$ cat config.mk
export PLATFORM = sky130hd
export DESIGN_NAME = ljc_div_cell
export DESIGN_NICKNAME = d
export VERILOG_FILES = /design/src/rtl/ljc_pkg.sv /design/src/rtl/ljc_div_cell.sv
export SDC_FILE = /design/constraint.sdc
export NUM_CORES = 1
export LEC_CHECK = 0
export BUFFER_PORTS_ARGS = -buffer_cell sky130_fd_sc_hd__buf_2
export CORE_MARGIN = 4
export CORE_UTILIZATION = 35
export DETAILED_ROUTE_END_ITERATION = 8
export MAX_ROUTING_LAYER = met4
export PLACE_DENSITY_LB_ADDON = 0.25
export SLEW_MARGIN = 20
export SYNTH_ARGS = -nofsm -noshare
export SYNTH_HDL_FRONTEND = slang
export SYNTH_SLANG_ARGS = --single-unit
$ cat constraint.sdc
create_clock -name clk -period 3.5 [get_ports clk]
set_clock_uncertainty 0.2 [all_clocks]
set_input_delay 1.05 -clock clk [delete_from_list [all_inputs] [get_ports clk]]
set_output_delay 1.05 -clock clk [all_outputs]
set_load 0.02 [all_outputs]
$ cat src/rtl/ljc_pkg.sv
// Shared constants and types for the pair kernel pipeline.
`timescale 1ns / 1ps
package ljc_pkg;

  localparam int R2_W       = 32;
  localparam int COEF_W     = 48;
  localparam int Q_W        = 32;
  localparam int WORD_W     = 64;
  localparam int HALF_W     = WORD_W / 2;
  localparam int PROD_W     = 2 * WORD_W;
  localparam int RAD_SHIFT  = 24;

  localparam int SQRT_STEPS = 28;
  localparam int SQ_RAD_W   = 2 * SQRT_STEPS;
  localparam int SQ_ROOT_W  = SQRT_STEPS;
  localparam int SQ_REM_W   = SQRT_STEPS + 2;

  localparam int DIV_STEPS  = 57;
  localparam int DIV_Q_W    = DIV_STEPS;
  localparam int DIV_D_W    = 32;

  typedef enum logic [1:0] {
    SH_0,
    SH_16,
    SH_32
  } shift_t;

  typedef struct packed {
    logic [SQ_RAD_W-1:0]  rad;
    logic [SQ_REM_W-1:0]  rem;
    logic [SQ_ROOT_W-1:0] root;
  } sq_t;

  typedef struct packed {
    logic [DIV_D_W-1:0] rem;
    logic [DIV_Q_W-1:0] quo;
    logic [DIV_D_W-1:0] den;
  } dv_t;

  typedef struct packed {
    logic [WORD_W-1:0] a;
    logic [WORD_W-1:0] b;
    shift_t            sh;
  } mul_op_t;

endpackage

$ cat src/rtl/ljc_div_cell.sv
// One quotient bit of the restoring divider chain.
`timescale 1ns / 1ps
module ljc_div_cell (
  input  logic         clk,
  input  logic         en,
  input  logic         bit_in,
  input  ljc_pkg::dv_t d,
  output ljc_pkg::dv_t q
);
  import ljc_pkg::*;

  logic [DIV_D_W:0] rem_sh;
  dv_t              q_next;

  always_comb begin
    rem_sh     = {d.rem, bit_in};
    q_next.den = d.den;
    if (rem_sh >= {1'b0, d.den}) begin
      q_next.rem = DIV_D_W'(rem_sh - {1'b0, d.den});
      q_next.quo = {d.quo[DIV_Q_W-2:0], 1'b1};
    end else begin
      q_next.rem = rem_sh[DIV_D_W-1:0];
      q_next.quo = {d.quo[DIV_Q_W-2:0], 1'b0};
    end
  end

  always_ff @(posedge clk) begin
    if (en) begin
      q <= q_next;
    end
  end

endmodule

== Yosys cells after proc, flatten, opt, wreduce, memory -nomap -nowiden ==
Index checks and enable logic that the tools add are counted.

* Bits of input ports: 124
* Bits in registers: 121
* Output and inout port bits: 121
* Word-level logic and storage cells: 6

* Muxes and demuxes: 1
* Magnitude comparators: 1
* $add $sub $neg: 1

{| class="wikitable"
|+ Operator list
! operator !! number
|-
| $mux W89 || 1
|-
| $ge A33 B32 Y1 || 1
|-
| $sub A32 B32 Y32 || 1
|}

== Longest topological paths before layout ==
Gate-level depths: netlist of the first run.

* Depth after elaboration: 2
* Depth in mapped cells: 13
* Depth with buffers taken out: 11

== Worst setup path after synthesis of the first run ==
No wires, ideal clock.

* Path kind: input to register
* Start: input d[23] in the netlist's numbering
* End: register q[103] in the netlist's numbering, data pin
* Setup time: 0.260 ns
* Path buffers: 2
* Arrival time: 3.158 ns
* Path slack: -0.118 ns
* Required time: 3.040 ns
* Stages on the path: 11
* Cell sequence: inv_1 > ha_1 > buf_6 > and3_1 > o21a_1 > a311oi_2 > o21ai_1 > or3b_1 > o21a_1 > buf_6 > mux2_4

{| class="wikitable"
|+ RTL lines
! item !! line !! RTL
|-
| start, declared || ljc_div_cell.sv:7 || <nowiki>input ljc_pkg::dv_t d,</nowiki>
|-
| end signal, assigned || ljc_div_cell.sv:29 || <nowiki>q <= q_next;</nowiki>
|-
| end, declared || ljc_div_cell.sv:8 || <nowiki>output ljc_pkg::dv_t q</nowiki>
|}

==> results.md, run 1 <==
* Grt total ovfl at 0
* Area leader, netlist: edfxtp_1
* CTS tree: built
* Synth unique cells at 49
* Total Routing Usage GR at 0.1821
* Family with the most delay on the worst path: compound AO/OA/AOI/OAI gates
* Critical Setup Path Class: in -> reg
* Post-route insts no fill at 1071
* Net Sw Frac at 0.2882
* Via-to-Cell Ratio at 4.710
* Fraction of registers with async set or reset after synthesis at 0
* Outcome: finished, final reports clean
* Row count at 47
* Synth top area cells: edfxtp_1 (61%), ha_1 (6.7%), a21oi_1 (4.5%), inv_1 (2.9%), xnor2_1 (2.4%)
* Syn Area/Cell at 12.42 um^2
* Design area at 8931 um^2
* First-pass GRT wire length at 27010 um
* Wire per inst at 16.36 um
* I/O pin count at 245
* Top flop regs: q x121
* CTS Hold Bufs at 0
* WL final at 17520 um
* Tmin final at 3406 ps
* Nets at 994
* P_leak at 4.097 nW
* DRT iter0 DRCs at 224
* RSZ-0062 raised after global routing: yes
* Critical path's most frequent cell: buf_4
* Crit end category: flop
* Slowest stage cell, crit path: o31ai_2
* Crit path buf inv count at 5
* CTS clk-pin slew, worst paths at 60 ps
* Int Pwr at 3.341 mW
* Max Root-Sink Buffers at 2
* Critical path peak fanout at 6
* Vias in the first global route at 5380
* DRC at 0
* Biggest register: q
* Max incr delay on CP at 320 ps
* Root buf cell: clkbuf_16
* Die W at 138.5 um
* Peak supply drop at 0.3068 mV
* Period utilization at 0.9732
* H-Tree Depth at 4
* Sequential share of the synthesized area at 0.6096
* Clk sink count at 121
* Pwr/cell area at 525.5 nW/um^2
* Mapped cell area at 5961 um^2
* # port buffers at 243
* Net Count, Synth at 637
* Die Y at 138.5 um
* Dpl cells at 1035
* Worst EP required at 3460 ps
* Number of max-cap violations at 0
* Starting Density at 0.3582
* F_max at 293.6 MHz
* Post-synth EDFFs at 121
* Largest net degree at the start of global routing at 74
* Vias at 5044
* Max reg flops at 121
* Drt first pass iters at 4
* Worst EP arrival at 3370 ps
* # setup viols final at 0
* Final Hold Fails at 0
* Hold slack final at 613.1 ps
* Critical Path, Cell by Cell: buf_2, inv_1, ha_1, fa_1, nor2b_2, o2111ai_2, a21oi_2, o31ai_2, a21oi_2, buf_4, buf_4, buf_4, nand4b_1, nand4b_1, mux2_4
* Post-DRT Antenna Nets at 0
* Initial antenna violation count at 1
* Top FF cell, synth: edfxtp_1
* GP Congestion at 0.9032
* Cell Area, Placed at 8272 um^2
* Syn Inst Count at 480
* Core Area at 16640 um^2
* Setup ws final at 93.77 ps
* Synth top area share at 0.6096
* Switching power at 1.353 mW
* Slew Limit Fails at 0
* Setup WS pre-CTS at -472.0 ps
* HPWL Detailed at 13740 um
* Logic pwr share at 0.239
* Synthesis-stage register bit count at 121
* P&R area growth vs syn at 49.83%
* Flop pwr share at 0.386
* Worst rel slew slack at 0.5760
* Yosys Warn Count at 0
* Count leader, synth: edfxtp_1
* DIE AREA at 19180 um^2
* Commonest cells in the synthesized netlist: edfxtp_1 (121), a21oi_1 (54), inv_1 (46), nor2_1 (37), ha_1 (32)
* Share of cells above drive strength 1 at 0.4953
* Pwr Total at 4.694 mW
* Worst slew pin tran at 636.0 ps
* Total CTS buffers at 17
* Clock power frac at 0.375
* Hold Path Class: in -> reg
* Startpoint Class: input port
layout make-up:
cell class,instances,area [um^2]
fill,1502,7711
sequential,121,3633
multi-input combinational,296,2155
timing repair buffer,355,2097
clock buffer,18,429.2
tap,220,275.3
inverter,46,177.7
clock inverter,14,161.4
antenna,1,2.502
cell families after synthesis:
logic type               count (synthesis)  synth area share
XOR/XNOR                                26           0.03820
buffers and inverters                   63           0.04765
adder cells (fa/ha/maj)                 33           0.07053
flip-flops                             121            0.6096
AND/OR/NAND/NOR                        107           0.08774
multiplexers                            10           0.02351
AO/OA/AOI/OAI                          120            0.1228
metal layers:
| metal | wire length, um | track usage | up-vias |
|---|---|---|---|
| li1 | - | - | 2483 |
| met1 | 7149 | 0.2065 | 2337 |
| met2 | 8880 | 0.3160 | 202 |
| met3 | 1244 | 0.05041 | 22 |
| met4 | 248 | 0.05200 | 0 |
| met5 | 0 | - | - |
power groups by stage:
stage	sequential, mW	clock [mW]	combinational, mW
3_3_place_gp	1.84	0	1.09
2_1_floorplan	2.04	0	0.415
6_report	1.81	1.76	1.12
5_1_grt	1.83	1.88	1.21
3_5_place_dp	1.84	0	1.11
4_1_cts	1.81	1.81	1.12
through the flow:
step,util,setup TNS (ps)
after global placement,0.4970,-9267
after floorplan,-,-244.1
after CTS,0.5335,0
final,0.5367,0
after detailed placement,0.4970,-10430
after global routing,0.5367,-29.43
path summary, 6_finish.rpt:
| path | slack (ps) | endpoint | from | cells after the start |
|---|---|---|---|---|
| min | 610 | q[33] | d[32] | 1 |
| max | 90 | q[113] | bit_in | 15 |
repair_timing:
| item | CTS | global route |
|---|---|---|
| endpoints found under the setup margin | 2 | 32 |
| resized for setup | 2 | 9 |
| buffers inserted | 1 | 2 |
| pin swaps | 1 | 2 |
cell usage in the layout, fill, tap and decap left out, drive strengths merged, types with 8 or more instances in the layout:
cell,synthesis,routed
buf,11,355
edfxtp,121,121
a21oi,55,55
inv,46,53
nor2,37,37
ha,32,32
nand2,24,24
o21ai,21,21
clkbuf,6,18
xnor2,16,16
xor2,10,10
nand3,8,8
nand4,8,8
a21o,8,8
mux2,8,8
Note: power is estimated with default switching activity, not from simulation.
==> run 2, diff against run 1 <==
--- a/config.mk
+++ b/config.mk
@@ -5,6 +5,7 @@
 export SDC_FILE = /design/constraint.sdc
 export NUM_CORES = 1
 export LEC_CHECK = 0
+export ABC_AREA = 1
 export BUFFER_PORTS_ARGS = -buffer_cell sky130_fd_sc_hd__buf_2
 export CORE_MARGIN = 4
 export CORE_UTILIZATION = 35
==> results.md, run 2 <==
* CTS tree: built
* Dpl cells at 1289
* Fraction of registers with async set or reset after synthesis at 0
* Outcome: finished, final reports clean
* Slew Limit Fails at 0
* Post-DRT Antenna Nets at 0
* Switching power at 1.431 mW
* Worst rel slew slack at 0.5499
* # port buffers at 243
* Mapped cell area at 6828 um^2
* Setup ws final at 315.4 ps
* H-Tree Depth at 4
* RSZ-0062 raised after global routing: no
* Layout Utilization at 0.4801
* Worst EP arrival at 3160 ps
* Fill cell count at 1890
* Int Pwr at 3.186 mW
* Pwr Total at 4.617 mW
* Period utilization at 0.9099
* Initial antenna violation count at 2
* Crit end category: flop
* Synthesis-stage register bit count at 121
* Final Hold Fails at 0
* Synth unique cells at 29
* Die Y at 147.7 um
* WL final at 19760 um
* Grt total ovfl at 0
* Commonest cells in the synthesized netlist: nand2_1 (276), inv_1 (149), edfxtp_1 (121), nand3_1 (52), nor2_1 (34)
* Post-route insts no fill at 1324
* DRC at 0
* Count leader, synth: nand2_1
* Design area at 9100 um^2
* Root buf cell: clkbuf_16
* Row count at 50
* Hold Path Class: in -> reg
* P&R area growth vs syn at 33.28%
* Hold depth at 1
* Drt first pass iters at 5
* Clock power frac at 0.393
* Top FF cell, synth: edfxtp_1
* Net Count, Synth at 930
* Post-CTS Setup Repair Bufs at 0
* Storage cell area at 3633 um^2
* DIE AREA at 21810 um^2
* P_leak at 4.701 nW
* Number of max-cap violations at 0
* Largest net degree at the start of global routing at 46
* DRT iter0 DRCs at 318
* Peak supply drop at 0.3142 mV
* Pwr/cell area at 507.3 nW/um^2
* Vias at 5781
* Most frequent cells in the layout: nand2_1 (276), buf_2 (242), inv_1 (149), edfxtp_1 (121), nand3_1 (52)
* Max Root-Sink Buffers at 2
* F_max at 314.0 MHz
* Hold path startpoint: d[77]
* First-pass GRT wire length at 30700 um
* Flop pwr share at 0.389
* Vias in the first global route at 5754
* Post-cts sizing count at 0
* Sequential share of the synthesized area at 0.5322
* Net Sw Frac at 0.3099
* Post-synth EDFFs at 121
* Syn Inst Count at 773
* Worst slew pin tran at 673.5 ps
* Critical Setup Path Class: in -> reg
* Core Area at 18960 um^2
* Via-to-Cell Ratio at 4.366
* CTS Hold Bufs at 0
* Starting Density at 0.3602
* Total CTS buffers at 17
* Wire per inst at 14.93 um
* Top flop regs: q x121
* Logic pwr share at 0.218
* Synth top area share at 0.5322
* Synth top area cells: edfxtp_1 (53%), nand2_1 (15%), inv_1 (8.2%), ha_1 (5.9%), nand3_1 (3.8%)
* Startpoint Class: input port
* HPWL Detailed at 15740 um
* Multi-input combinational cell area at 2542 um^2
* Nets at 1205
* Critical path peak fanout at 35
* Commonest non-fill, non-tap cell in the layout: nand2_1
* Area leader, netlist: edfxtp_1
* I/O pin count at 245
* Setup WS pre-CTS at -171.3 ps
* Cell Area, Placed at 8501 um^2
* Biggest register: q
* Worst EP required at 3480 ps
* CTS clk-pin slew, worst paths at 70 ps
* Yosys Warn Count at 0
* Syn Area/Cell at 8.833 um^2
* Tmin final at 3185 ps
* CP Launch Point: d[20]
* Die W at 147.7 um
* # setup viols final at 0
* Clk sink count at 121
* Share of cells above drive strength 1 at 0.3110
* GP Congestion at 0.9086
* Min-Delay Endpoint: q[78]
* Total Routing Usage GR at 0.1866
* Max reg flops at 121
run 2: cell count changes in the layout (fill, tap and decap cells not counted), sizes merged, moves of 9 or more:
cell / before / now
xnor2: 16 / 1
nand3: 8 / 68
o21ai: 21 / 2
inv: 53 / 159
nand2: 24 / 282
nand3b: 1 / 10
buf: 355 / 266
a21oi: 55 / 21
run 2: final cells by class:
cell class | count | share of cell area
well taps | 260 | 0.03575
inverters | 152 | 0.06270
clock buffers | 18 | 0.04716
multi-input cells | 490 | 0.2794
clock inverters | 14 | 0.01787
repair buffers | 266 | 0.1570
diodes | 3 | 0.0008250
flip-flops and latches | 121 | 0.3993
run 2: cell families (layout without fill, tap and decap cells):
logic type | after synthesis | after routing | share of synthesized area
simple gates | 419 | 419 | 0.2749
compound gates | 24 | 24 | 0.01796
other cells | 0 | 3 | 0
flops | 121 | 121 | 0.5322
buf+inv | 162 | 450 | 0.09547
xor+xnor | 14 | 14 | 0.01796
fa+ha+maj | 33 | 33 | 0.06157
run 2: layer usage:
metal / vias to the layer above / routed length (um) / track usage
met4: 0 / 244 / 0.04939
met2: 190 / 9285 / 0.3081
met5: - / 0 / -
li1: 3013 / - / -
met1: 2562 / 8975 / 0.2337
met3: 16 / 1255 / 0.04077
run 2: how the worst max path moves through the flow:
stage	end	depth (start not counted)
after global placement	q[112]	13
after detailed placement	q[112]	13
after floorplan	q[105]	13
after global routing	q[90]	13
after CTS	q[112]	13
final	q[112]	13
run 2: power groups by stage:
stage / Combinational (mW) / Sequential [mW] / Clock [mW]
6_report: 1.00 / 1.80 / 1.81
5_1_grt: 1.12 / 1.81 / 1.92
4_1_cts: 1.02 / 1.80 / 1.86
3_5_place_dp: 1.01 / 1.83 / 0
3_3_place_gp: 1.01 / 1.83 / 0
2_1_floorplan: 0.429 / 2.02 / 0
run 2: metrics by stage:
| stage | TNS, ps | hold WS (ps) |
|---|---|---|
| CTS | 0 | 584.7 |
| detailed placement | -3904 | 1028 |
| global placement | -3071 | 1026 |
| floorplan | 0 | 948.9 |
| global route | 0 | 585.0 |
| finish | 0 | 603.5 |
run 2: critical path, cell delays in order:
cell     delay, ps
buf_2           80
inv_1           50
ha_1           340
nand2_1        120
nor2_1          80
nand2_1        110
nor2_2          60
nand2_1         60
nand3_1        100
nor2_4         540
nand2_8        290
nand3_2        170
nand2_1         60
==> run 3, diff against run 2 <==
--- a/config.mk
+++ b/config.mk
@@ -7,6 +7,7 @@
 export LEC_CHECK = 0
 export ABC_AREA = 1
 export BUFFER_PORTS_ARGS = -buffer_cell sky130_fd_sc_hd__buf_2
+export CORE_ASPECT_RATIO = 0.9
 export CORE_MARGIN = 4
 export CORE_UTILIZATION = 35
 export DETAILED_ROUTE_END_ITERATION = 8
==> results.md, run 3 (synthesized netlist as in run 2, its figures left out) <==
* F_max at 317.4 MHz
* Grt total ovfl at 0
* Post-CTS Setup Repair Bufs at 0
* Setup ws final at 349.5 ps
* Post-cts sizing count at 0
* Vias at 5925
* Max Root-Sink Buffers at 2
* I/O pin count at 245
* Storage cell area at 3633 um^2
* Via-to-Cell Ratio at 4.475
* Most frequent cells in the layout: nand2_1 (276), buf_2 (242), inv_1 (149), edfxtp_1 (121), nand3_1 (52)
* Pwr/cell area at 492.3 nW/um^2
* Drt first pass iters at 4
* CTS tree: built
* Total Routing Usage GR at 0.1906
* Peak supply drop at 0.3133 mV
* Worst slew pin tran at 571.2 ps
* Multi-input combinational cell area at 2542 um^2
* HPWL Detailed at 16100 um
* Biggest register: q
* Post-DRT Antenna Nets at 0
* Total CTS buffers at 17
* Worst rel slew slack at 0.6183
* Clk sink count at 121
* # port buffers at 243
* Root buf cell: clkbuf_16
* Nets at 1214
* Critical path's most frequent cell: nand2_1
* WL final at 20380 um
* Critical path peak fanout at 35
* Startpoint Class: input port
* Critical Setup Path Class: in -> reg
* Period utilization at 0.9001
* Fill cell count at 1936
* Setup TNS at 0 ps
* # setup viols final at 0
* Wire per inst at 15.39 um
* Setup WS pre-CTS at -121.4 ps
* Die Y at 140.5 um
* CP Launch Point: d[18]
* Core Area at 19160 um^2
* Max incr delay on CP at 470 ps
* Hold path startpoint: d[64]
* CTS Hold Bufs at 0
* P&R area growth vs syn at 33.61%
* Pwr Total at 4.491 mW
* GP Congestion at 0.8711
* Worst EP arrival at 3120 ps
* Hold Path Class: in -> reg
* Min-Delay Endpoint: q[65]
* Slew Limit Fails at 0
* H-Tree Depth at 4
* Vias in the first global route at 6000
* Row count at 48
* Commonest non-fill, non-tap cell in the layout: nand2_1
* Tmin final at 3150 ps
* DRC at 0
* Initial antenna violation count at 4
* Die W at 155.2 um
* Worst EP required at 3470 ps
* Final Hold Fails at 0
* Hold slack final at 604.2 ps
* Number of max-cap violations at 0
* Critical Path, Cell by Cell: buf_2, inv_1, ha_1, nand2_1, nor2_2, nand2_1, nor2_2, nand2_1, nand3_1, nor2_4, nand2_8, nand3_1, nand2_1
* CTS clk-pin slew, worst paths at 60 ps
* Largest net degree at the start of global routing at 46
* Top flop regs: q x121
* Hold depth at 1
* RSZ-0062 raised after global routing: no
* Slowest stage cell, crit path: nor2_4
* Outcome: finished, final reports clean
* P_leak at 4.737 nW
* First-pass GRT wire length at 31500 um
* DRT iter0 DRCs at 282
* Max reg flops at 121
* DIE AREA at 21810 um^2
* Crit end category: flop
* Starting Density at 0.3564
* Share of cells above drive strength 1 at 0.3159
[run 3: area by class of cell]
type	instances	area share
Inverter	152	0.06254
Tap cell	250	0.03429
Antenna cell	4	0.001097
Sequential cell	121	0.3983
Multi-Input combinational cell	490	0.2787
Timing Repair Buffer	275	0.1640
Clock inverter	14	0.01399
Clock buffer	18	0.04704
[run 3: critical path, delay by kind of cell]
kind,cells,cell delay [ps]
adder cells (fa/ha/maj),1,350
buffers and inverters,2,150
AND/OR/NAND/NOR,10,1530
[run 3: power by group]
group | switching [mW] | internal, mW
combinational | 0.664 | 0.361
sequential | 0.0305 | 1.77
clock | 0.689 | 0.979
total | 1.38 | 3.11
[run 3: worst max path at each step]
stage,cells after the start,to
CTS,13,q[106]
global placement,13,q[106]
finish,13,q[120]
global route,13,q[90]
detailed placement,13,q[106]
floorplan,13,q[105]
[run 3: per-layer routing]
metal  vias to the layer above  routed length, um  track usage
li1                       3030                  -            -
met1                      2681               9239       0.2429
met2                       197               9387       0.3045
met3                        17               1534      0.05097
met4                         0                220      0.04698
met5                         -                  0            -
[run 3: per-stage QoR]
stage	instance area (um^2)	util	cells
after CTS	9112	0.4756	1320
after global routing	9123	0.4762	1324
after floorplan	6828	-	773
after global placement	8556	0.4466	1288
after detailed placement	8556	0.4466	1288
final	9123	0.4762	1324
