<file path="config.mk">
export PLATFORM = sky130hd
export DESIGN_NAME = ljc_sqrt_cell
export DESIGN_NICKNAME = d
export VERILOG_FILES = /design/src/rtl/ljc_pkg.sv /design/src/rtl/ljc_sqrt_cell.sv
export SDC_FILE = /design/constraint.sdc
export NUM_CORES = 1
export LEC_CHECK = 0
export ABC_AREA = 1
export BUFFER_PORTS_ARGS = -buffer_cell sky130_fd_sc_hd__buf_2
export CAP_MARGIN = 20
export CORE_MARGIN = 2
export CORE_UTILIZATION = 54
export CTS_CLUSTER_SIZE = 20
export DETAILED_ROUTE_END_ITERATION = 16
export PLACE_DENSITY = 0.84
export SYNTH_ARGS = -nofsm -noshare
export SYNTH_HDL_FRONTEND = slang
export SYNTH_SLANG_ARGS = --single-unit
</file>
<file path="constraint.sdc">
create_clock -name clk -period 5.4 [get_ports clk]
set_input_delay 1.35 -clock clk [delete_from_list [all_inputs] [get_ports clk]]
set_output_delay 1.35 -clock clk [all_outputs]
set_load 0.05 [all_outputs]
</file>
<file path="src/rtl/ljc_pkg.sv">
// Shared constants and types for the pair kernel pipeline.
`timescale 1ns / 1ps
package ljc_pkg;

  localparam int R2_W       = 32;
  localparam int COEF_W     = 48;
  localparam int Q_W        = 32;
  localparam int WORD_W     = 64;
  localparam int HALF_W     = WORD_W / 2;
  localparam int PROD_W     = 2 * WORD_W;
  localparam int RAD_SHIFT  = 24;

  localparam int SQRT_STEPS = 28;
  localparam int SQ_RAD_W   = 2 * SQRT_STEPS;
  localparam int SQ_ROOT_W  = SQRT_STEPS;
  localparam int SQ_REM_W   = SQRT_STEPS + 2;

  localparam int DIV_STEPS  = 57;
  localparam int DIV_Q_W    = DIV_STEPS;
  localparam int DIV_D_W    = 32;

  typedef enum logic [1:0] {
    SH_0,
    SH_16,
    SH_32
  } shift_t;

  typedef struct packed {
    logic [SQ_RAD_W-1:0]  rad;
    logic [SQ_REM_W-1:0]  rem;
    logic [SQ_ROOT_W-1:0] root;
  } sq_t;

  typedef struct packed {
    logic [DIV_D_W-1:0] rem;
    logic [DIV_Q_W-1:0] quo;
    logic [DIV_D_W-1:0] den;
  } dv_t;

  typedef struct packed {
    logic [WORD_W-1:0] a;
    logic [WORD_W-1:0] b;
    shift_t            sh;
  } mul_op_t;

endpackage

</file>
<file path="src/rtl/ljc_sqrt_cell.sv">
// One digit step of the integer square root chain.
`timescale 1ns / 1ps
module ljc_sqrt_cell (
  input  logic         clk,
  input  logic         en,
  input  ljc_pkg::sq_t d,
  output ljc_pkg::sq_t q
);
  import ljc_pkg::*;

  logic [SQ_REM_W+1:0] rem_sh;
  logic [SQ_REM_W+1:0] trial;
  sq_t                 q_next;

  always_comb begin
    rem_sh     = {d.rem, d.rad[SQ_RAD_W-1 -: 2]};
    trial      = {2'b00, d.root, 2'b01};
    q_next.rad = {d.rad[SQ_RAD_W-3:0], 2'b00};
    if (rem_sh >= trial) begin
      q_next.rem  = SQ_REM_W'(rem_sh - trial);
      q_next.root = {d.root[SQ_ROOT_W-2:0], 1'b1};
    end else begin
      q_next.rem  = rem_sh[SQ_REM_W-1:0];
      q_next.root = {d.root[SQ_ROOT_W-2:0], 1'b0};
    end
  end

  always_ff @(posedge clk) begin
    if (en) begin
      q <= q_next;
    end
  end

endmodule

</file>
### Word level (Yosys, flattened, before mapping)

Index checks and enable logic that the tools add are counted.

* add/subtract/negate cells: 1
* order comparisons: 1
* mux-type cells: 1

Operator list (number)
* $mux 58: 1
* $ge 32x30->1: 1
* $sub 30x30->30: 1

* flip-flop bits (word level): 112
* input port bits: 116
* output and inout bits: 114
* word-level logic and storage cells: 6

### Depth between registers and ports, before layout

Gate-level depths: netlist (run 1).

* depth after elaboration: 2
* gate-level depth with buffers: 17

### Worst setup path after synthesis (run 1)

Ideal clock, no wire load.

* kind: input to register
* from: in d[13] in the netlist's numbering
* to: reg q[33] in the netlist's numbering, data pin
* arrival: 2.733 ns
* required time: 5.148 ns
* slack: 2.415 ns
* stages on the path: 15
* path buffers: 2
* path through: inv_1 > ha_1 > nand2_2 > nor2_4 > inv_2 > nor2_4 > nand2_1 > nand3_1 > nand2_1 > nand2_2 > inv_2 > buf_6 > buf_6 > nand2_1 > nand2_1

RTL lines
* start, declared: line ljc_sqrt_cell.sv:6 `input ljc_pkg::sq_t d,`
* end signal, assigned: line ljc_sqrt_cell.sv:30 `q <= q_next;`
* end, declared: line ljc_sqrt_cell.sv:7 `output ljc_pkg::sq_t q`

==> metrics.md, run 1 <==
| Metric | Value |
|---|---|
| Result of the run | `complete, no violations` |
| GR Overflow Total | `0` |
| CP Launch Type | `input pin` |
| Layout Area Growth over Synthesis | `25.3%` |
| Post-detailed-route count of antenna-violating nets | `0` |
| Seq/Total Area, Yosys | `54.7%` |
| Flops & latches, synth | `112` |
| Buf+Inv Stages, Crit Path | `4` |
| Slew Limit Fails | `0` |
| Post-Synthesis Cells | `717` |
| Fmax | `0.276 GHz` |
| Number of rows in the core area | `38` |
| Total wire length | `16000 um` |
| WP data arrival | `3.73 ns` |
| Drt first pass iters | `5` |
| Flop pwr share | `43.9%` |
| CP max FO | `33` |
| Hold Vio Cnt, Final | `0` |
| Core region area | `11000 sq um` |
| Vias in the first global route | `5075` |
| CP Capture Type | `flop` |
| Worst Path Class, Setup | `in2reg` |
| Logic pwr share | `30.4%` |
| Fin cells | `1095` |
| Slew @ Worst Pin | `0.657 ns` |
| Post-Syn Area | `6150 sq um` |
| Slew margin rel. | `56.1%` |
| Power per Cell Area | `319 nW/um^2` |
| Syn_area_per_cell | `8.58 sq um` |
| Clk Tree Root Cell | `clkbuf_16` |
| Type of the tightest min-delay check | `in2reg` |
| Max reg flops | `112` |
| Die extent in x | `111 um` |
| Area after DPL | `7420 sq um` |
| H-tree depth | `3` |
| Die area | `12300 sq um` |
| Area contributors post-synth | `edfxtp_1 (55%), nand2_1 (17%), inv_1 (8.5%)` |
| Setup violators final | `0` |
| Critical path's top delay family | `simple AND/OR/NAND/NOR gates` |
| Unique masters post-synth | `26` |
| Final worst slack | `1.78 ns` |
| GRT Total Usage | `26.0%` |
| Placed Cells | `1079` |
| Main combinational cell family by area after synthesis | `simple AND/OR/NAND/NOR gates` |
| Post-CTS Hold Buffers | `0` |
| Internal power | `0.00156 W` |
| Most frequent cells in the layout | `nand2_1 (284), buf_2 (226), inv_1 (140), edfxtp_1 (112)` |
| TritonCTS clock tree | `built` |
| Clock sinks | `112` |
| Sw Pwr | `0.000895 W` |
| DRC viols | `0` |
| Yosys top cell area share | `54.7%` |
| DPL Wire Length | `12900 um` |
| Pre-CTS WS | `1.40 ns` |
| CP most frequent cell | `nand2_1` |
| Setup Buffers After CTS | `0` |
| Initial antenna violation count | `0` |
| Total CTS buffers | `9` |
| Design Area, Final | `7700 sq um` |
| Critical Path Slowest Stage Cell | `nand2_2` |
| CTS Buffer Depth | `2` |
| Cell taking the most area after synthesis | `edfxtp_1` |
| RSZ-0062 raised after global routing | `false` |
| Io pins | `230` |
| Vias | `5358` |
| Nets | `1096` |
| Die height | `111 um` |
| Commonest non-fill, non-tap cell in the layout | `nand2_1` |
| Compound-cell area share of the yosys netlist | `1.77%` |
| WL per Instance | `14.6 um` |
| Final worst-path cycle share | `67.1%` |
| Net Sw Frac | `36.4%` |
| CP peak stage delay | `0.48 ns` |
| Ys Warns | `0` |
| Number of buffers added on ports | `227` |
| Number of gates resized after cts | `0` |
| Setup TNS | `0 ns` |
| First-pass GRT wire length | `25200 um` |
| Biggest register | `q` |
| # diodes | `0` |
| Post-DR vias/cell | `4.89` |
| Leakage | `4.10 nW` |
| Share of cells above drive strength 1 | `26.7%` |
| Worst path required time | `5.51 ns` |
| Multiplexer area fraction after synthesis | `0%` |
| Initial core utilization | `56.0%` |
| Clock share of power | `25.7%` |
| Pin count of the biggest net entering global routing | `43` |
| DRT iter0 DRCs | `316` |
| XOR/XNOR Fraction of Synth Area | `1.85%` |
| Post-synthesis simple-gate area fraction | `25.9%` |
| Clock slew seen by the registers of the worst setup and hold paths | `0.07 ns` |
| Peak supply drop | `0.461 mV` |
| Max cap viols | `0` |
| Post-Synth Adder-Cell Area | `6.10%` |
| Crit-path cells | `buf_2 -> inv_1 -> ha_1 -> nand2_2 -> nor2_4 -> inv_2 -> nor2_4 -> nand2_1 -> nand3_1 -> nand2_1 -> nand2_2 -> inv_2 -> nand2_1 -> nand2_1` |
| Top Registers | `q x112` |
| GPL Wtd Cong | `0.954` |
| Final worst path period need | `3.62 ns` |
path summary, 6_finish.rpt:
check / startpoint / slack, ns / to / cells after the start
setup / recovery: d[13] / 1.78 / q[41] / 14
hold / removal: d[105] / 1.17 / q[107] / 1
final cells by class:
type / instances / area, sq um
clock inverter: 7 / 53.8
fill: 916 / 3280
sequential: 112 / 3360
inverter: 143 / 537
tap: 140 / 175
clock buffer: 9 / 225
multi-input combinational: 455 / 2200
timing repair buffer: 229 / 1150
kinds of logic (layout without fill, tap and decap cells):
kind of cell    Yosys count  in the layout
flops                   112            112
other cells               1              2
xor+xnor                 13             13
simple gates            390            390
compound gates           20             20
fa+ha+maj                30             30
buf+inv                 151            388
power by group through the flow:
| stage | clock [W] | sequential, W | combinational, W |
|---|---|---|---|
| 2_1_floorplan | 0 | 0.00140 | 0.000235 |
| 3_3_place_gp | 0 | 0.00110 | 0.000736 |
| 3_5_place_dp | 0 | 0.00110 | 0.000747 |
| 4_1_cts | 0.000644 | 0.00108 | 0.000749 |
| 5_1_grt | 0.000676 | 0.00109 | 0.000803 |
| 6_report | 0.000631 | 0.00108 | 0.000747 |
Yosys cell counts:
| library cell | instances |
|---|---|
| a211oi_1 | 1 |
| a21o_1 | 1 |
| a21oi_1 | 14 |
| a21oi_2 | 1 |
| and2_1 | 2 |
| buf_2 | 4 |
| buf_4 | 2 |
| buf_6 | 2 |
| conb_1 | 1 |
| edfxtp_1 | 112 |
| ha_1 | 30 |
| inv_1 | 140 |
| inv_2 | 3 |
| nand2_1 | 284 |
| nand2_2 | 3 |
| nand3_1 | 40 |
| nand3b_1 | 4 |
| nand4_1 | 7 |
| nor2_1 | 40 |
| nor2_2 | 2 |
| nor2_4 | 2 |
| nor3_1 | 3 |
| o21ai_0 | 3 |
| or2_1 | 2 |
| or2_2 | 1 |
| xor2_1 | 13 |
layer usage:
metal	global-route usage (%)	wire length [um]
met5	0	0
met4	6.50	296
met3	6.56	1040
met2	45.9	8040
met1	32.0	6610
stage by stage:
step / util [%] / power (W) / hold slack [ns]
final: 70.1 / 0.00246 / 1.17
after global routing: 70.1 / 0.00256 / 1.15
after global placement: 67.6 / 0.00183 / 1.53
after detailed placement: 67.6 / 0.00184 / 1.53
after floorplan: - / 0.00164 / 1.45
after CTS: 70.1 / 0.00247 / 1.16
(Power assumes the default switching activity.)
==> inputs of run 2 (changes only) <==
ABC_AREA = 0   (was 1)
CORE_UTILIZATION = 44   (was 54)
PLACE_DENSITY = 0.74   (was 0.84)
clock period = 3.3 ns   (was 5.4 ns; I/O delays follow)
==> run 2 against run 1 <==
  * Sequential power is 66% higher
  * Sequential share of layout area rose by 1.8 points
  * First-iteration DRC count is 8.5% lower
  * Non-clock buffer count is 14 higher
  * Critical path depth down 2
  * Power is 71% higher
  * Die area grew 14%
  * Flip-flop and latch count unchanged
  * Largest cell class unchanged
  * Worst setup slack lost 1.3 ns
  * Critical path type unchanged
==> metrics.md, run 2 <==
| Metric | Value |
|---|---|
| Slew Limit Fails | `0 (unchanged)` |
| Worst path required time | `3.41 ns (was 5.51 ns)` |
| Biggest register | `q (unchanged)` |
| Power per Cell Area | `569 nW/um^2 (was 319 nW/um^2)` |
| Type of the tightest min-delay check | `in2reg (unchanged)` |
| Hold endpoint | `q[66] (was q[107])` |
| Hold Vio Cnt, Final | `0 (unchanged)` |
| Vias | `4688 (was 5358)` |
| Post-Syn Area | `5730 sq um (was 6150 sq um)` |
| Peak supply drop | `0.229 mV (was 0.461 mV)` |
| Worst Path Class, Setup | `in2reg (unchanged)` |
| Unique masters post-synth | `63 (was 26)` |
| Clk Tree Root Cell | `clkbuf_16 (unchanged)` |
| Flop pwr share | `42.6% (was 43.9%)` |
| Worst Hold Depth | `1 (unchanged)` |
| Setup TNS | `0 ns (unchanged)` |
| Flops & latches, synth | `112 (unchanged)` |
| Slew margin rel. | `53.1% (was 56.1%)` |
| DRC viols | `0 (unchanged)` |
| WP data arrival | `2.96 ns (was 3.73 ns)` |
| Clock sinks | `112 (unchanged)` |
| Fin cells | `903 (was 1095)` |
| Top Registers | `q x112 (unchanged)` |
| Slew @ Worst Pin | `0.703 ns (was 0.657 ns)` |
| Final worst-path cycle share | `86.6%` |
| Post-detailed-route count of antenna-violating nets | `0 (unchanged)` |
| Sw Pwr | `0.00155 W (was 0.000895 W)` |
| Vias in the first global route | `4680 (was 5075)` |
| Commonest non-fill, non-tap cell in the layout | `buf_2 (was nand2_1)` |
| Util after Layout | `58.4% (was 70.1%)` |
| DRT iter0 DRCs | `289 (was 316)` |
| Power, Total | `0.00421 W (was 0.00246 W)` |
| Net Sw Frac | `36.9% (was 36.4%)` |
| Die height | `118 um (was 111 um)` |
| Crit-path cells | `buf_2 -> inv_1 -> ha_1 -> a21oi_2 -> o211ai_1 -> a21boi_2 -> o311ai_1 -> o21ai_4 -> inv_2 -> buf_4 -> o21ai_0 -> nor3b_1 (was buf_2 -> inv_1 -> ha_1 -> nand2_2 -> nor2_4 -> inv_2 -> nor2_4 -> nand2_1 -> nand3_1 -> nand2_1 -> nand2_2 -> inv_2 -> nand2_1 -> nand2_1)` |
| TritonCTS clock tree | `built (unchanged)` |
| Pin count of the biggest net entering global routing | `55 (was 43)` |
| Cell taking the most area after synthesis | `edfxtp_1 (unchanged)` |
| Synth cell count leaders | `edfxtp_1 (112), a21oi_1 (45), inv_1 (43) (was nand2_1 (284), inv_1 (140), edfxtp_1 (112))` |
| Initial core utilization | `45.2% (was 56.0%)` |
| Ys Warns | `0 (unchanged)` |
| Async SR Flop Fraction | `0% (unchanged)` |
| Max reg flops | `112 (unchanged)` |
| DPL Wire Length | `11600 um (was 12900 um)` |
| Clock share of power | `24.7% (was 25.7%)` |
| Critical path's top delay family | `compound AO/OA/AOI/OAI gates (was simple AND/OR/NAND/NOR gates)` |
| Fmax | `0.350 GHz` |
| Syn_area_per_cell | `11.8 sq um (was 8.58 sq um)` |
| Logic pwr share | `32.7% (was 30.4%)` |
| GRT Total Usage | `21.3% (was 26.0%)` |
| Total CTS buffers | `9 (unchanged)` |
| Post-DR vias/cell | `5.19 (was 4.89)` |
| Buf+Inv Stages, Crit Path | `4 (unchanged)` |
| Area contributors post-synth | `edfxtp_1 (59%), ha_1 (6.5%), a21oi_1 (3.9%) (was edfxtp_1 (55%), nand2_1 (17%), inv_1 (8.5%))` |
| Setup Buffers After CTS | `0 (unchanged)` |
| CP Capture Type | `flop (unchanged)` |
| Most frequent cells in the layout | `buf_2 (226), edfxtp_1 (112), a21oi_1 (45), inv_1 (43), nor2_1 (39) (was nand2_1 (284), buf_2 (226), inv_1 (140), edfxtp_1 (112))` |
| Die area | `14000 sq um (was 12300 sq um)` |
| Die extent in x | `118 um (was 111 um)` |
| CP peak stage delay | `0.37 ns (was 0.48 ns)` |
| Internal power | `0.00266 W (was 0.00156 W)` |
| CP max FO | `12 (was 33)` |
| Layout Area Growth over Synthesis | `29.1% (was 25.3%)` |
| CTS Buffer Depth | `2 (unchanged)` |
| Post-CTS Hold Buffers | `0 (unchanged)` |
| Max cap viols | `0 (unchanged)` |
| Hold path startpoint | `d[64] (was d[105])` |
| Placed Cells | `886 (was 1079)` |
| Setup violators final | `0 (unchanged)` |
| RSZ-0062 raised after global routing | `false (unchanged)` |
| GR Overflow Total | `0 (unchanged)` |
| H-tree depth | `3 (unchanged)` |
| Critical Path Slowest Stage Cell | `ha_1 (was nand2_2)` |
| Number of rows in the core area | `41 (was 38)` |
| Share of cells above drive strength 1 | `37.7% (was 26.7%)` |
| WL per Instance | `16.5 um (was 14.6 um)` |
| Most frequently used flop master after synthesis | `edfxtp_1 (unchanged)` |
| Number of buffers added on ports | `227 (unchanged)` |
| Seq/Total Area, Yosys | `58.7% (was 54.7%)` |
| Total wire length | `14900 um (was 16000 um)` |
| Yosys top cell area share | `58.7% (was 54.7%)` |
| Leakage | `3.26 nW (was 4.10 nW)` |
| Filler cells | `1092 (was 916)` |
| Io pins | `230 (unchanged)` |
| Final worst path period need | `2.86 ns` |
| Drt first pass iters | `5 (unchanged)` |
| Number of gates resized after cts | `0 (unchanged)` |
| GPL Wtd Cong | `0.888 (was 0.954)` |
| Area after DPL | `7120 sq um (was 7420 sq um)` |
| CP Depth | `12 (was 14)` |
| Number of synthesized flops with an enable pin | `112 (unchanged)` |
| Most frequent cell after synthesis | `edfxtp_1 (was nand2_1)` |
| CP Launch Type | `input pin (unchanged)` |
| Clock slew seen by the registers of the worst setup and hold paths | `0.07 ns (about the same)` |
| Result of the run | `complete, no violations (unchanged)` |
| Post-Synthesis Cells | `486 (was 717)` |
| First-pass GRT wire length | `23300 um (was 25200 um)` |
| Core region area | `12700 sq um (was 11000 sq um)` |
| Design Area, Final | `7400 sq um (was 7700 sq um)` |
| Nets | `871 (was 1096)` |
| Initial antenna violation count | `1 (was 0)` |
## run 2: changes by cell type after synthesis, moves of 8 or more
cell     previous run  this run
nand2_1           284        33
inv_1             140        43
nand3_1            40         7
a21oi_1            14        45
o21ai_0             3        16
xnor2_1             0        12
nor3_1              3        14
a21o_1              1         9
## run 2: layout make-up
class / instances / area [sq um] / share of cell area [%]
Antenna cell: 1 / 2.50 / 0.0338
Clock buffer: 10 / 229 / 3.09
Clock inverter: 6 / 51.3 / 0.693
Inverter: 44 / 165 / 2.23
Multi-Input combinational cell: 315 / 2110 / 28.4
Sequential cell: 112 / 3360 / 45.4
Tap cell: 172 / 215 / 2.91
Timing Repair Buffer: 243 / 1270 / 17.2
## run 2: routing by layer
| layer | share of wire [%] | track usage, % |
|---|---|---|
| met3 | 7.6 | 5.60 |
| met4 | 1.8 | 7.30 |
| met2 | 50 | 35.7 |
| met1 | 41 | 26.9 |
| met5 | 0 | 0 |
## run 2: cells by family (layout without fill, tap and decap cells)
family	Yosys count	in the layout	share of synthesized area, %
AND/OR/NAND/NOR	131	131	11.2
AO/OA/AOI/OAI	130	130	15.5
flip-flops	112	112	58.7
buffers and inverters	60	303	4.67
adder cells (fa/ha/maj)	30	30	6.55
XOR/XNOR	21	21	3.21
other	1	3	0.0654
multiplexers	1	1	0.175
## run 2: power groups by stage
| stage | clock (W) | sequential, W | combinational (W) |
|---|---|---|---|
| after floorplan | 0 | 0.00237 | 0.000448 |
| after global placement | 0 | 0.00182 | 0.00136 |
| after detailed placement | 0 | 0.00182 | 0.00137 |
| after CTS | 0.00107 | 0.00180 | 0.00138 |
| after global routing | 0.00113 | 0.00181 | 0.00147 |
| final | 0.00104 | 0.00179 | 0.00138 |
## run 2: worst max-delay path by stage
| stage | from | end |
|---|---|---|
| 2_1_floorplan | d[5] | q[53] |
| 3_3_place_gp | d[13] | q[50] |
| 3_5_place_dp | d[3] | q[50] |
| 4_1_cts | d[5] | q[57] |
| 5_1_grt | d[17] | q[57] |
| 6_report | d[17] | q[57] |
## run 2: metrics by stage
step	worst slack, ns	hold WS (ns)
final	0.442	0.638
after detailed placement	0.0486	1.00
after global routing	0.241	0.623
after global placement	0.183	1.00
after CTS	0.420	0.625
after floorplan	0.482	0.924
==> inputs of run 3 (changes only) <==
CTS_BUF_LIST = sky130_fd_sc_hd__clkbuf_16   (was unset)
==> run 3 against run 2 <==
  * Die area is the same
  * Non-clock buffer count is the same
  * Sequential power is essentially flat
  * Core utilization is the same
  * Clock power is essentially flat
  * Combinational power is essentially flat
  * Hold slack is essentially flat
  * Critical path type unchanged
==> metrics.md, run 3 (synthesized netlist as in run 2, its figures left out) <==
| Metric | Value |
|---|---|
| GR Overflow Total | `0 (unchanged)` |
| Final worst path period need | `2.86 ns (about the same)` |
| CTS Buffer Depth | `2 (unchanged)` |
| Setup Buffers After CTS | `0 (unchanged)` |
| RSZ-0062 raised after global routing | `false (unchanged)` |
| Initial antenna violation count | `1 (unchanged)` |
| GRT Total Usage | `21.3% (unchanged)` |
| Most frequent cells in the layout | `buf_2 (226), edfxtp_1 (112), a21oi_1 (45), inv_1 (44), nor2_1 (39) (was buf_2 (226), edfxtp_1 (112), a21oi_1 (45), inv_1 (43), nor2_1 (39))` |
| Io pins | `230 (unchanged)` |
| TritonCTS clock tree | `built (unchanged)` |
| Slew margin rel. | `53.2% (was 53.1%)` |
| Layout Area Growth over Synthesis | `29.1% (unchanged)` |
| Vias | `4690 (was 4688)` |
| Vias in the first global route | `4680 (unchanged)` |
| First-pass GRT wire length | `23300 um (unchanged)` |
| CP max FO | `12 (unchanged)` |
| Max cap viols | `0 (unchanged)` |
| Post-DR vias/cell | `5.19 (about the same)` |
| Slew @ Worst Pin | `0.703 ns (about the same)` |
| Peak supply drop | `0.229 mV (about the same)` |
| Total CTS buffers | `9 (unchanged)` |
| GPL Wtd Cong | `0.888 (unchanged)` |
| Total wire length | `14900 um (about the same)` |
| Nets | `871 (unchanged)` |
| Area after DPL | `7120 sq um (unchanged)` |
| Power per Cell Area | `568 nW/um^2 (was 569 nW/um^2)` |
| Biggest register | `q (unchanged)` |
| WL per Instance | `16.5 um (about the same)` |
| Hold Vio Cnt, Final | `0 (unchanged)` |
| Post-CTS Hold Buffers | `0 (unchanged)` |
| Worst Hold Depth | `1 (unchanged)` |
| Result of the run | `complete, no violations (unchanged)` |
| Hold endpoint | `q[66] (unchanged)` |
| Drt first pass iters | `7 (was 5)` |
| Final worst slack | `0.443 ns (was 0.442 ns)` |
| Post-detailed-route count of antenna-violating nets | `0 (unchanged)` |
| Number of rows in the core area | `41 (unchanged)` |
| Clock slew seen by the registers of the worst setup and hold paths | `0.07 ns (about the same)` |
| Type of the tightest min-delay check | `in2reg (unchanged)` |
| CP Launch Type | `input pin (unchanged)` |
| WP data arrival | `2.96 ns (about the same)` |
| Top Registers | `q x112 (unchanged)` |
| Worst path required time | `3.41 ns (about the same)` |
| DRT iter0 DRCs | `288 (was 289)` |
| Number of buffers added on ports | `227 (unchanged)` |
| CP Capture Type | `flop (unchanged)` |
| Setup violators final | `0 (unchanged)` |
| Initial core utilization | `45.2% (unchanged)` |
| Worst hold margin | `0.638 ns (about the same)` |
| Leakage | `3.26 nW (about the same)` |
| Die height | `118 um (unchanged)` |
| Clk Tree Root Cell | `clkbuf_16 (unchanged)` |
| Max reg flops | `112 (unchanged)` |
| Core region area | `12700 sq um (unchanged)` |
| Die extent in x | `118 um (unchanged)` |
| Setup TNS | `0 ns (unchanged)` |
| Share of cells above drive strength 1 | `37.7% (unchanged)` |
| Slew Limit Fails | `0 (unchanged)` |
| DRC viols | `0 (unchanged)` |
| Clock sinks | `112 (unchanged)` |
| Final worst-path cycle share | `86.6% (about the same)` |
| Commonest non-fill, non-tap cell in the layout | `buf_2 (unchanged)` |
| Hold path startpoint | `d[64] (unchanged)` |
| Worst Path Class, Setup | `in2reg (unchanged)` |
| Number of gates resized after cts | `0 (unchanged)` |
| Die area | `14000 sq um (unchanged)` |
| DPL Wire Length | `11600 um (unchanged)` |
| Fmax | `0.350 GHz (about the same)` |
| H-tree depth | `3 (unchanged)` |
| Design Area, Final | `7400 sq um (unchanged)` |
| Pin count of the biggest net entering global routing | `55 (unchanged)` |
| Pre-CTS WS | `0.0486 ns (unchanged)` |
==> run 3: changes by cell type in the layout (fill, tap and decap cells not counted) <==
| cell | previous run | this run |
|---|---|---|
| inv_1 | 43 | 44 |
| clkbuf_1 | 1 | 0 |
==> run 3: per-stage QoR <==
step / cells / power (W) / utilization, %
floorplan: 487 / 0.00282 / -
global placement: 886 / 0.00318 / 56.2
detailed placement: 886 / 0.00320 / 56.2
CTS: 902 / 0.00424 / 58.4
global route: 903 / 0.00440 / 58.4
finish: 903 / 0.00421 / 58.4
==> run 3: how the worst max path moves through the flow <==
stage | endpoint | depth (start not counted) | startpoint | slack, ns
after floorplan | q[53] | 11 | d[5] | 0.48
after global placement | q[50] | 12 | d[13] | 0.18
after detailed placement | q[50] | 11 | d[3] | 0.05
after CTS | q[57] | 11 | d[5] | 0.42
after global routing | q[57] | 12 | d[17] | 0.24
final | q[57] | 12 | d[17] | 0.44
==> run 3: report_power, final <==
part | leakage, nW | switching (W) | internal, W
clock network | 0.132 | 0.000518 | 0.000520
registers | 1.10 | 0.0000366 | 0.00176
logic | 2.04 | 0.000997 | 0.000379
total | 3.26 | 0.00155 | 0.00265
==> run 3: final cells by class <==
cell class | count | area (sq um)
fill | 1092 | 5270
clock inverter | 7 | 55.1
sequential | 112 | 3360
inverter | 44 | 165
clock buffer | 9 | 225
tap | 172 | 215
timing repair buffer | 243 | 1270
antenna | 1 | 2.50
multi-input combinational | 315 | 2110
==> run 3: per-layer routing <==
| layer | vias to the layer above | track usage [%] | share of wire [%] | wire length, um |
|---|---|---|---|---|
| met4 | 0 | 7.30 | 1.8 | 263 |
| met1 | 2193 | 26.9 | 41 | 6060 |
| met2 | 203 | 35.7 | 50 | 7430 |
| li1 | 2275 | - | - | - |
| met3 | 19 | 5.60 | 7.5 | 1110 |
| met5 | - | 0 | 0 | 0 |
==> run 3: worst max-delay path: stages <==
cell and delay [ns]:
buf_2 0.09, inv_1 0.04, ha_1 0.37, a21oi_2 0.22, o211ai_1 0.14, a21boi_2 0.31
o311ai_1 0.24, o21ai_4 0.20, inv_2 0.10, buf_4 0.19, o21ai_0 0.15, nor3b_1 0.08
